### src/hdl/sih_pkg.sv
// Shared types and constants for the serial ID handshake.
// No dependencies; used by the top level and the checker.
package sih_pkg;

	localparam int MAGIC_LEN = 4;
	localparam int CNT_W     = $clog2(MAGIC_LEN + 1);

	typedef logic [15:0]      half_t;
	typedef logic [CNT_W-1:0] cnt_t;

	localparam half_t MAGIC_WORDS [4] = '{16'h494e, 16'h544e, 16'h4e45, 16'h4f44};

	localparam logic CFG_LINK_MODE = 1'b0;
	localparam logic CFG_OWN_ID    = 1'b1;

	localparam logic  LINK_MODE_RESET = 1'b1;
	localparam half_t OWN_ID_RESET    = 16'h8001;

endpackage

### src/hdl/serial_id_handshake.sv
// Serial ID handshake, top level: input register, match/capture step, result register.
// Depends on sih_pkg.
//
// One received word is accepted per cycle while the result side does not stall, and its
// result reaches the output through the input register, then the result register.
// The rate is set by the update of the match count, echo and ID registers, which sits
// between the input register and the result register. A stalled result register holds the
// input register, which then stalls the input side. Configuration (link_mode, own_id)
// is written through the cfg port, always ready.
module serial_id_handshake (
	input  logic                clk,
	input  logic                arst_n,
	input  logic                in_valid,
	output logic                in_stall,
	input  logic [31:0]         rx_word,
	output logic                out_valid,
	input  logic                out_stall,
	output logic [31:0]         tx_word,
	output logic                id_valid,
	output logic [15:0]         partner_id,
	output logic                restart_transfer,
	output logic [2:0]          progress,
	input  logic                cfg_valid,
	output logic                cfg_ready,
	input  logic                cfg_index,
	input  logic [15:0]         cfg_data
);

	logic                link_mode_q;
	sih_pkg::half_t      own_id_q;

	logic                rx_valid_s1;
	logic [31:0]         rx_word_s1;

	sih_pkg::cnt_t       match_count_q;
	sih_pkg::half_t      sent_word_q;
	sih_pkg::half_t      expected_echo_q;
	sih_pkg::half_t      found_id_q;

	logic                out_valid_q;
	logic [31:0]         tx_word_q;
	logic                id_valid_q;
	sih_pkg::half_t      partner_id_q;
	logic                restart_q;
	logic [2:0]          progress_q;

	logic                advance;
	sih_pkg::half_t      echo;
	sih_pkg::half_t      data;
	sih_pkg::cnt_t       cnt_n;
	sih_pkg::half_t      found_n;
	sih_pkg::half_t      sent_n;
	sih_pkg::half_t      exp_n;
	logic [31:0]         tx_n;
	logic                restart_n;

	assign cfg_ready = 1'b1;
	assign advance   = !out_valid_q || !out_stall;
	assign in_stall  = rx_valid_s1 && !advance;

	always_ff @(posedge clk or negedge arst_n) begin
		if (!arst_n) begin
			link_mode_q <= sih_pkg::LINK_MODE_RESET;
			own_id_q    <= sih_pkg::OWN_ID_RESET;
		end else if (cfg_valid && cfg_ready) begin
			case (cfg_index)
				sih_pkg::CFG_LINK_MODE: link_mode_q <= cfg_data[0];
				sih_pkg::CFG_OWN_ID:    own_id_q    <= cfg_data;
				default:                ;
			endcase
		end
	end

	always_ff @(posedge clk or negedge arst_n) begin
		if (!arst_n) begin
			rx_valid_s1 <= 1'b0;
		end else if (!in_stall) begin
			rx_valid_s1 <= in_valid;
		end
	end

	always_ff @(posedge clk) begin
		if (!in_stall && in_valid) begin
			rx_word_s1 <= rx_word;
		end
	end

	// master: echo in the low half; slave: halves swapped
	always_comb begin
		echo    = link_mode_q ? rx_word_s1[15:0]  : rx_word_s1[31:16];
		data    = link_mode_q ? rx_word_s1[31:16] : rx_word_s1[15:0];
		cnt_n   = match_count_q;
		found_n = found_id_q;
		if (found_id_q == '0) begin
			if (echo == expected_echo_q) begin
				if (match_count_q < sih_pkg::CNT_W'(sih_pkg::MAGIC_LEN)) begin
					if (expected_echo_q == ~sent_word_q && data == ~expected_echo_q) begin
						cnt_n = match_count_q + 1'b1;
					end
				end else begin
					found_n = data;
				end
			end else begin
				cnt_n = '0;
			end
		end
		if (cnt_n < sih_pkg::CNT_W'(sih_pkg::MAGIC_LEN)) begin
			sent_n = sih_pkg::MAGIC_WORDS[2'(cnt_n)];
		end else begin
			sent_n = own_id_q;
		end
		exp_n     = ~data;
		tx_n      = link_mode_q ? {exp_n, sent_n} : {sent_n, exp_n};
		restart_n = link_mode_q && (found_n == '0) &&
			((cnt_n != '0) || (data == sih_pkg::MAGIC_WORDS[0]));
	end

	always_ff @(posedge clk or negedge arst_n) begin
		if (!arst_n) begin
			out_valid_q     <= 1'b0;
			match_count_q   <= '0;
			sent_word_q     <= '0;
			expected_echo_q <= '0;
			found_id_q      <= '0;
		end else if (advance) begin
			out_valid_q <= rx_valid_s1;
			if (rx_valid_s1) begin
				match_count_q   <= cnt_n;
				sent_word_q     <= sent_n;
				expected_echo_q <= exp_n;
				found_id_q      <= found_n;
			end
		end
	end

	always_ff @(posedge clk) begin
		if (advance && rx_valid_s1) begin
			tx_word_q    <= tx_n;
			id_valid_q   <= (found_n != '0);
			partner_id_q <= found_n;
			restart_q    <= restart_n;
			progress_q   <= 3'(cnt_n);
		end
	end

	assign out_valid        = out_valid_q;
	assign tx_word          = tx_word_q;
	assign id_valid         = id_valid_q;
	assign partner_id       = partner_id_q;
	assign restart_transfer = restart_q;
	assign progress         = progress_q;

endmodule

### config.mk
export PLATFORM = sky130hd
export DESIGN_NAME = serial_id_handshake
export DESIGN_NICKNAME = d
export VERILOG_FILES = /design/src/hdl/sih_pkg.sv /design/src/hdl/serial_id_handshake.sv
export SDC_FILE = /design/constraint.sdc
export NUM_CORES = 1
export LEC_CHECK = 0
export BUFFER_PORTS_ARGS = -buffer_cell sky130_fd_sc_hd__buf_2
export CAP_MARGIN = 20
export CORE_MARGIN = 2
export CORE_UTILIZATION = 35
export CTS_BUF_LIST = sky130_fd_sc_hd__clkbuf_4 sky130_fd_sc_hd__clkbuf_8
export DETAILED_ROUTE_END_ITERATION = 10
export GPL_TIMING_DRIVEN = 0
export HOLD_SLACK_MARGIN = 0.05
export PLACE_DENSITY_LB_ADDON = 0.25
export SKIP_LAST_GASP = 1
export SLEW_MARGIN = 20
export SYNTH_ARGS = -nofsm -noshare
export SYNTH_HDL_FRONTEND = slang
export SYNTH_SLANG_ARGS = --single-unit
export TNS_END_PERCENT = 100
### constraint.sdc
create_clock -name clk -period 9 [get_ports clk]
set_clock_uncertainty 0.1 [all_clocks]
set_input_delay 2.25 -clock clk [delete_from_list [all_inputs] [get_ports clk]]
set_output_delay 2.25 -clock clk [all_outputs]
set_load 0.005 [all_outputs]
* Word level (Yosys, flattened, before mapping) *
Index checks and enable logic that the tools add are counted.
Widths: inputs -> output; s select.

word-level totals
  output and inout bits = 56
  register bits = 155
  bits of input ports = 54

cells by class
  eq/ne operators = 4
  order comparisons = 3
  add/subtract/negate cells = 1
  reduce and logical (&&, ||, !) cells = 19
  bitwise operators = 5
  multiplexer cells = 14

operators with widths
  kind                  count
  $mux 16               8
  $eq 16x16->1          3
  $not 16->16           3
  $bmux 16 s2           1
  $logic_not 16->1      2
  $mux 32               1
  $eq 16x15->1 const B  1
  $reduce_bool 16->1    1
  $mux 3                4
  $logic_and 1x1->1     6
  $lt 3x3->1 const B    2
  $reduce_and 2->1      3
  $logic_not 1->1       4
  $add 3x1->3 const B   1
  $ge 3x3->1 const B    1
  $not 2->3             1
  $reduce_bool 3->1     1
  $logic_or 1x1->1      2
  $not 1->1             1

* Logic depth before layout (Yosys ltp) *
  depth after elaboration = 13
  gate-level depth with buffers = 13

* Worst setup path after synthesis *
Ideal clock, no wire load.

  path type = input to register
  start = input port out_stall
  end = register id_valid_q (netlist: id_valid) (enable)
  arrival = 4376 ps
  path buffers = 2
  required time = 8462 ps
  slack = 4085 ps
  stages = 5
  cell sequence = nand2_1 -> nand2_1 -> inv_1 -> clkbuf_1 -> clkbuf_1

on the way
  longest elaborated chain between the ends = 3

ends and longest elaborated chain
  what                  RTL line                    text
  start, declared       serial_id_handshake.sv:17   input logic out_stall,
  $logic_not 1->1       serial_id_handshake.sv:58   assign advance = !out_valid_q || !out_stall;
  $logic_or 1x1->1      serial_id_handshake.sv:58
  $logic_and 1x1->1     serial_id_handshake.sv:137  if (advance && rx_valid_s1) begin
  end signal, assigned  serial_id_handshake.sv:139  id_valid_q <= (found_n != '0);
  end, declared         serial_id_handshake.sv:42   logic id_valid_q;

Every way passes these cells.
A chain may end at the register's enable or synchronous reset.

* Final worst setup path *
  start = input port out_stall
  end = output port in_stall

on the way
  longest elaborated chain between the ends = 4

ends and longest elaborated chain
  what               RTL line                   text
  $logic_not 1->1    serial_id_handshake.sv:58
  $logic_or 1x1->1   serial_id_handshake.sv:58
  $logic_not 1->1    serial_id_handshake.sv:59  assign in_stall = rx_valid_s1 && !advance;
  $logic_and 1x1->1  serial_id_handshake.sv:59
  end, declared      serial_id_handshake.sv:14  output logic in_stall,

Every way passes these cells.

==> reports/metrics.csv <==
stage,metric,value,unit
outcome,status,"finished, final reports clean",
critical_path,path_class,primary input to output pin,
floorplan,num_rows,51,
critical_path,path_cells,buf_2 -> nand3_1 -> inv_1 -> buf_2,
pwr,p_leak,3.60,nW
sta,period_needed,4.96,ns
sta,tns,0,ns
finish,antenna_cells,0,
detailed_routing,via_count,4917,
logic_synthesis,synth-async-reset-ratio,45.2,%
critical_path,cp.arrival,2.61,ns
critical_path,crit_required,6.65,ns
sta,relSlewSlack,44.8,%
sta,hold_viol_final,0,
critical_path,rrSetupSlack,4.95,ns
pwr,p_comb_share,15.1,%
clocking,cts_max_path_buffers,2,
detailed_routing,detail-route-antenna-nets,0,
sta,grt_setup_unrepaired,no,
global_routing,antenna_found_initial,0,
clocking,cts_hold_buf,0,
global_routing,grt_max_degree,45,
detailed_routing,drt-vias-per-instance,5.26,
detailed_routing,drt_wl_total,19.8,mm
pwr,ir_drop,0.000150,V
clocking,clk_pin_slew,0.08,ns
finish,fin_nets,714,
clocking,cts_resized,0,
placement,placedCellCount,902,
logic_synthesis,synth_fp_nets,584,
global_routing,grt_pass1_vias,5125,
placement,port_buffers,108,
clocking,cts_buffers,17,
logic_synthesis,yosys.cell_types.count,55,
pwr,p_sw,0.489,mW
logic_synthesis,yosysWarnings,0,
hold_path,hold_path.class,register to register,
logic_synthesis,seq_area_frac_synth,61.7,%
floorplan,ioPinCount,110,
pwr,pwr-share-clk,36.2,%
floorplan,core_area,0.0195,sq mm
pwr,power.total,1.78,mW
clocking,post_cts_buffers,0,
critical_path,endpoint_kind,output pin,
detailed_routing,post_drt_wl_per_cell,21.2,microns
logic_synthesis,synth_ff_type,edfxtp_1,
critical_path,critPathMaxStageDelay,0.12,ns
critical_path,crit_fanout,3,
detailed_routing,drt-pass1-iter-count,5,
floorplan,die_area,0.0211,sq mm
placement,dp_hpwl,14.2,mm
logic_synthesis,synthesis.area,0.00699,sq mm
critical_path,slowest_stage,buf_2,
global_routing,grt_overflow,0,
detailed_routing,drcViolationCount,0,
pwr,p_int,1.29,mW
detailed_routing,drt_iter0_markers,339,
critical_path,path_common_cell,buf_2,
logic_synthesis,synth_cells,526,
logic_synthesis,synth_seq_cells,155,
global_routing,grt_pass1_wl,30.3,mm
floorplan,die_w,145,microns
pwr,pwr_density_cell,211,mW/mm^2
clocking,cts_tree,done,
floorplan,die_height,145,microns
sta,fmaxAchievable,0.202,GHz
placement,routabilityCongestion,0.912,
pwr,p_sw_share,27.4,%
pwr,power.share.sequential,48.7,%
logic_synthesis,avgSynthCellArea,13.3,sq um
global_routing,track_usage,19.2,%
finish,stdcell_count,934,
floorplan,start_util,35.8,%
critical_path,crit_path_start_kind,primary input,
clocking,htreeDepth,4,
clocking,clk_latency,0.47,ns
finish,drive_gt1_share,33.3,%
clocking,cts_root_buffer,clkbuf_8,
sta,tightest_slew,0.828,ns
sta,finalCritPeriodShare,55.1,%
sta,setup_viol,0,
flow_run,maxCapViolCount,0,
finish,area_growth,20.6,%
logic_synthesis,synth_enable_flop_cells,85,
clocking,cts_sinks,155,
sta,slew_viol_final,0,
layout by cell type (no fill, tap or decap), types with 3 or more instances in the layout:
cell type,netlist,final
buf_2,5,112
edfxtp_1,85,85
dfrtp_1,67,67
nand2_1,36,36
mux2_2,29,29
xor2_1,25,25
xnor2_1,24,24
nor2_1,24,24
a21o_1,21,21
mux2i_1,17,17
o21ai_0,17,17
a31o_2,17,17
clkbuf_8,0,17
a31oi_1,15,15
clkbuf_1,15,14
a22oi_1,14,14
nor4_1,12,12
a21oi_1,9,9
o22ai_1,9,9
nand4_1,8,8
inv_1,7,7
a32oi_1,6,6
a22o_1,6,6
bufinv_16,0,6
buf_6,4,4
buf_4,3,4
nand2b_1,4,4
ha_1,4,4
mux2_4,3,3
nand3_1,3,3
nor3_1,3,3
o21ai_1,3,3
inv_6,0,3
dfstp_2,3,3
layout make-up:
type	instances	area, sq um
clock inverters	14	243
well taps	265	332
fillers	1849	11100
clock buffers	18	241
flip-flops and latches	155	4310
inverters	9	33.8
multi-input cells	335	2500
plain buffers	27	153
repair buffers	111	618
Yosys cell counts (all sizes together), types with 12 or more instances:
master / count / area, sq um
nand2: 38 / 153
nor4: 13 / 96.3
mux2i: 18 / 184
mux2: 32 / 372
xnor2: 24 / 210
edfxtp: 85 / 2550
xor2: 25 / 219
buf: 12 / 92.6
dfrtp: 67 / 1680
nor2: 25 / 96.4
a22oi: 14 / 105
o21ai: 20 / 100
clkbuf: 15 / 56.3
a21o: 21 / 158
a31o: 18 / 158
a31oi: 16 / 106
path summary, 6_finish.rpt:
path,cells past startpoint,from,endpoint
worst min-delay path,1,found_id_q[8],found_id_q[8]
min in group asynchronous,1,arst_n,own_id_q[2]
worst max-delay path,4,out_stall,in_stall
max in group asynchronous,2,arst_n,found_id_q[5]
worst max register to register,13,link_mode_q,tx_word[10]
worst min register to register,1,found_id_q[8],found_id_q[8]
routing by layer:
metal	part of all wire, %	up-vias	global-route usage, %
met5	0	-	0
met4	2.5	0	7.94
met3	5.3	29	4.31
met2	47	187	30.3
met1	45	2457	25.5
li1	-	2244	-
cell families (layout without fill, tap and decap cells):
logic type      count (synthesis)  count (layout)  synth area share [%]
buf+inv                        36             179                  2.62
other cells                     1               1                0.0537
compound gates                125             125                  12.8
xor+xnor                       49              49                  6.14
fa+ha+maj                       4               4                 0.716
simple gates                  106             106                  8.08
flops                         155             155                  61.7
mux                            50              50                  7.95
sequential cells by signal (all words and copies together), names as in the netlist:
name and count:
own_id_q 16, id_valid 1, rx_word_s1 32, rx_valid_s1 1, match_count_q 3, progress 3
tx_word 32, expected_echo_q 16, restart_transfer 1, found_id_q 16, link_mode_q 1, partner_id 16
sent_word_q 16, out_valid 1
power by group through the flow:
| stage | Sequential [mW] | Clock [mW] | Combinational (mW) |
|---|---|---|---|
| 6_report | 0.866 | 0.645 | 0.270 |
| 5_1_grt | 0.873 | 0.682 | 0.294 |
| 4_1_cts | 0.865 | 0.657 | 0.272 |
| 3_5_place_dp | 0.880 | 0 | 0.270 |
| 3_3_place_gp | 0.881 | 0 | 0.261 |
| 2_1_floorplan | 0.870 | 0 | 0.161 |
critical path, delay by kind of cell:
family	cells	cell delay, ns
buf+inv	3	0.27
simple gates	1	0.09
stage by stage:
step           setup slack (ns)  hold WS [ns]  utilization, %  area, sq um
6_report                   4.04         0.405            43.1         8420
5_1_grt                    3.99         0.420            43.1         8420
4_1_cts                    4.03         0.407            43.1         8420
3_5_place_dp               4.03         0.385            40.7         7940
3_3_place_gp               2.97         0.375            40.2         7860
2_1_floorplan              4.09         0.357               -         6990
No activity file was read; power rests on OpenSTA's default activity.
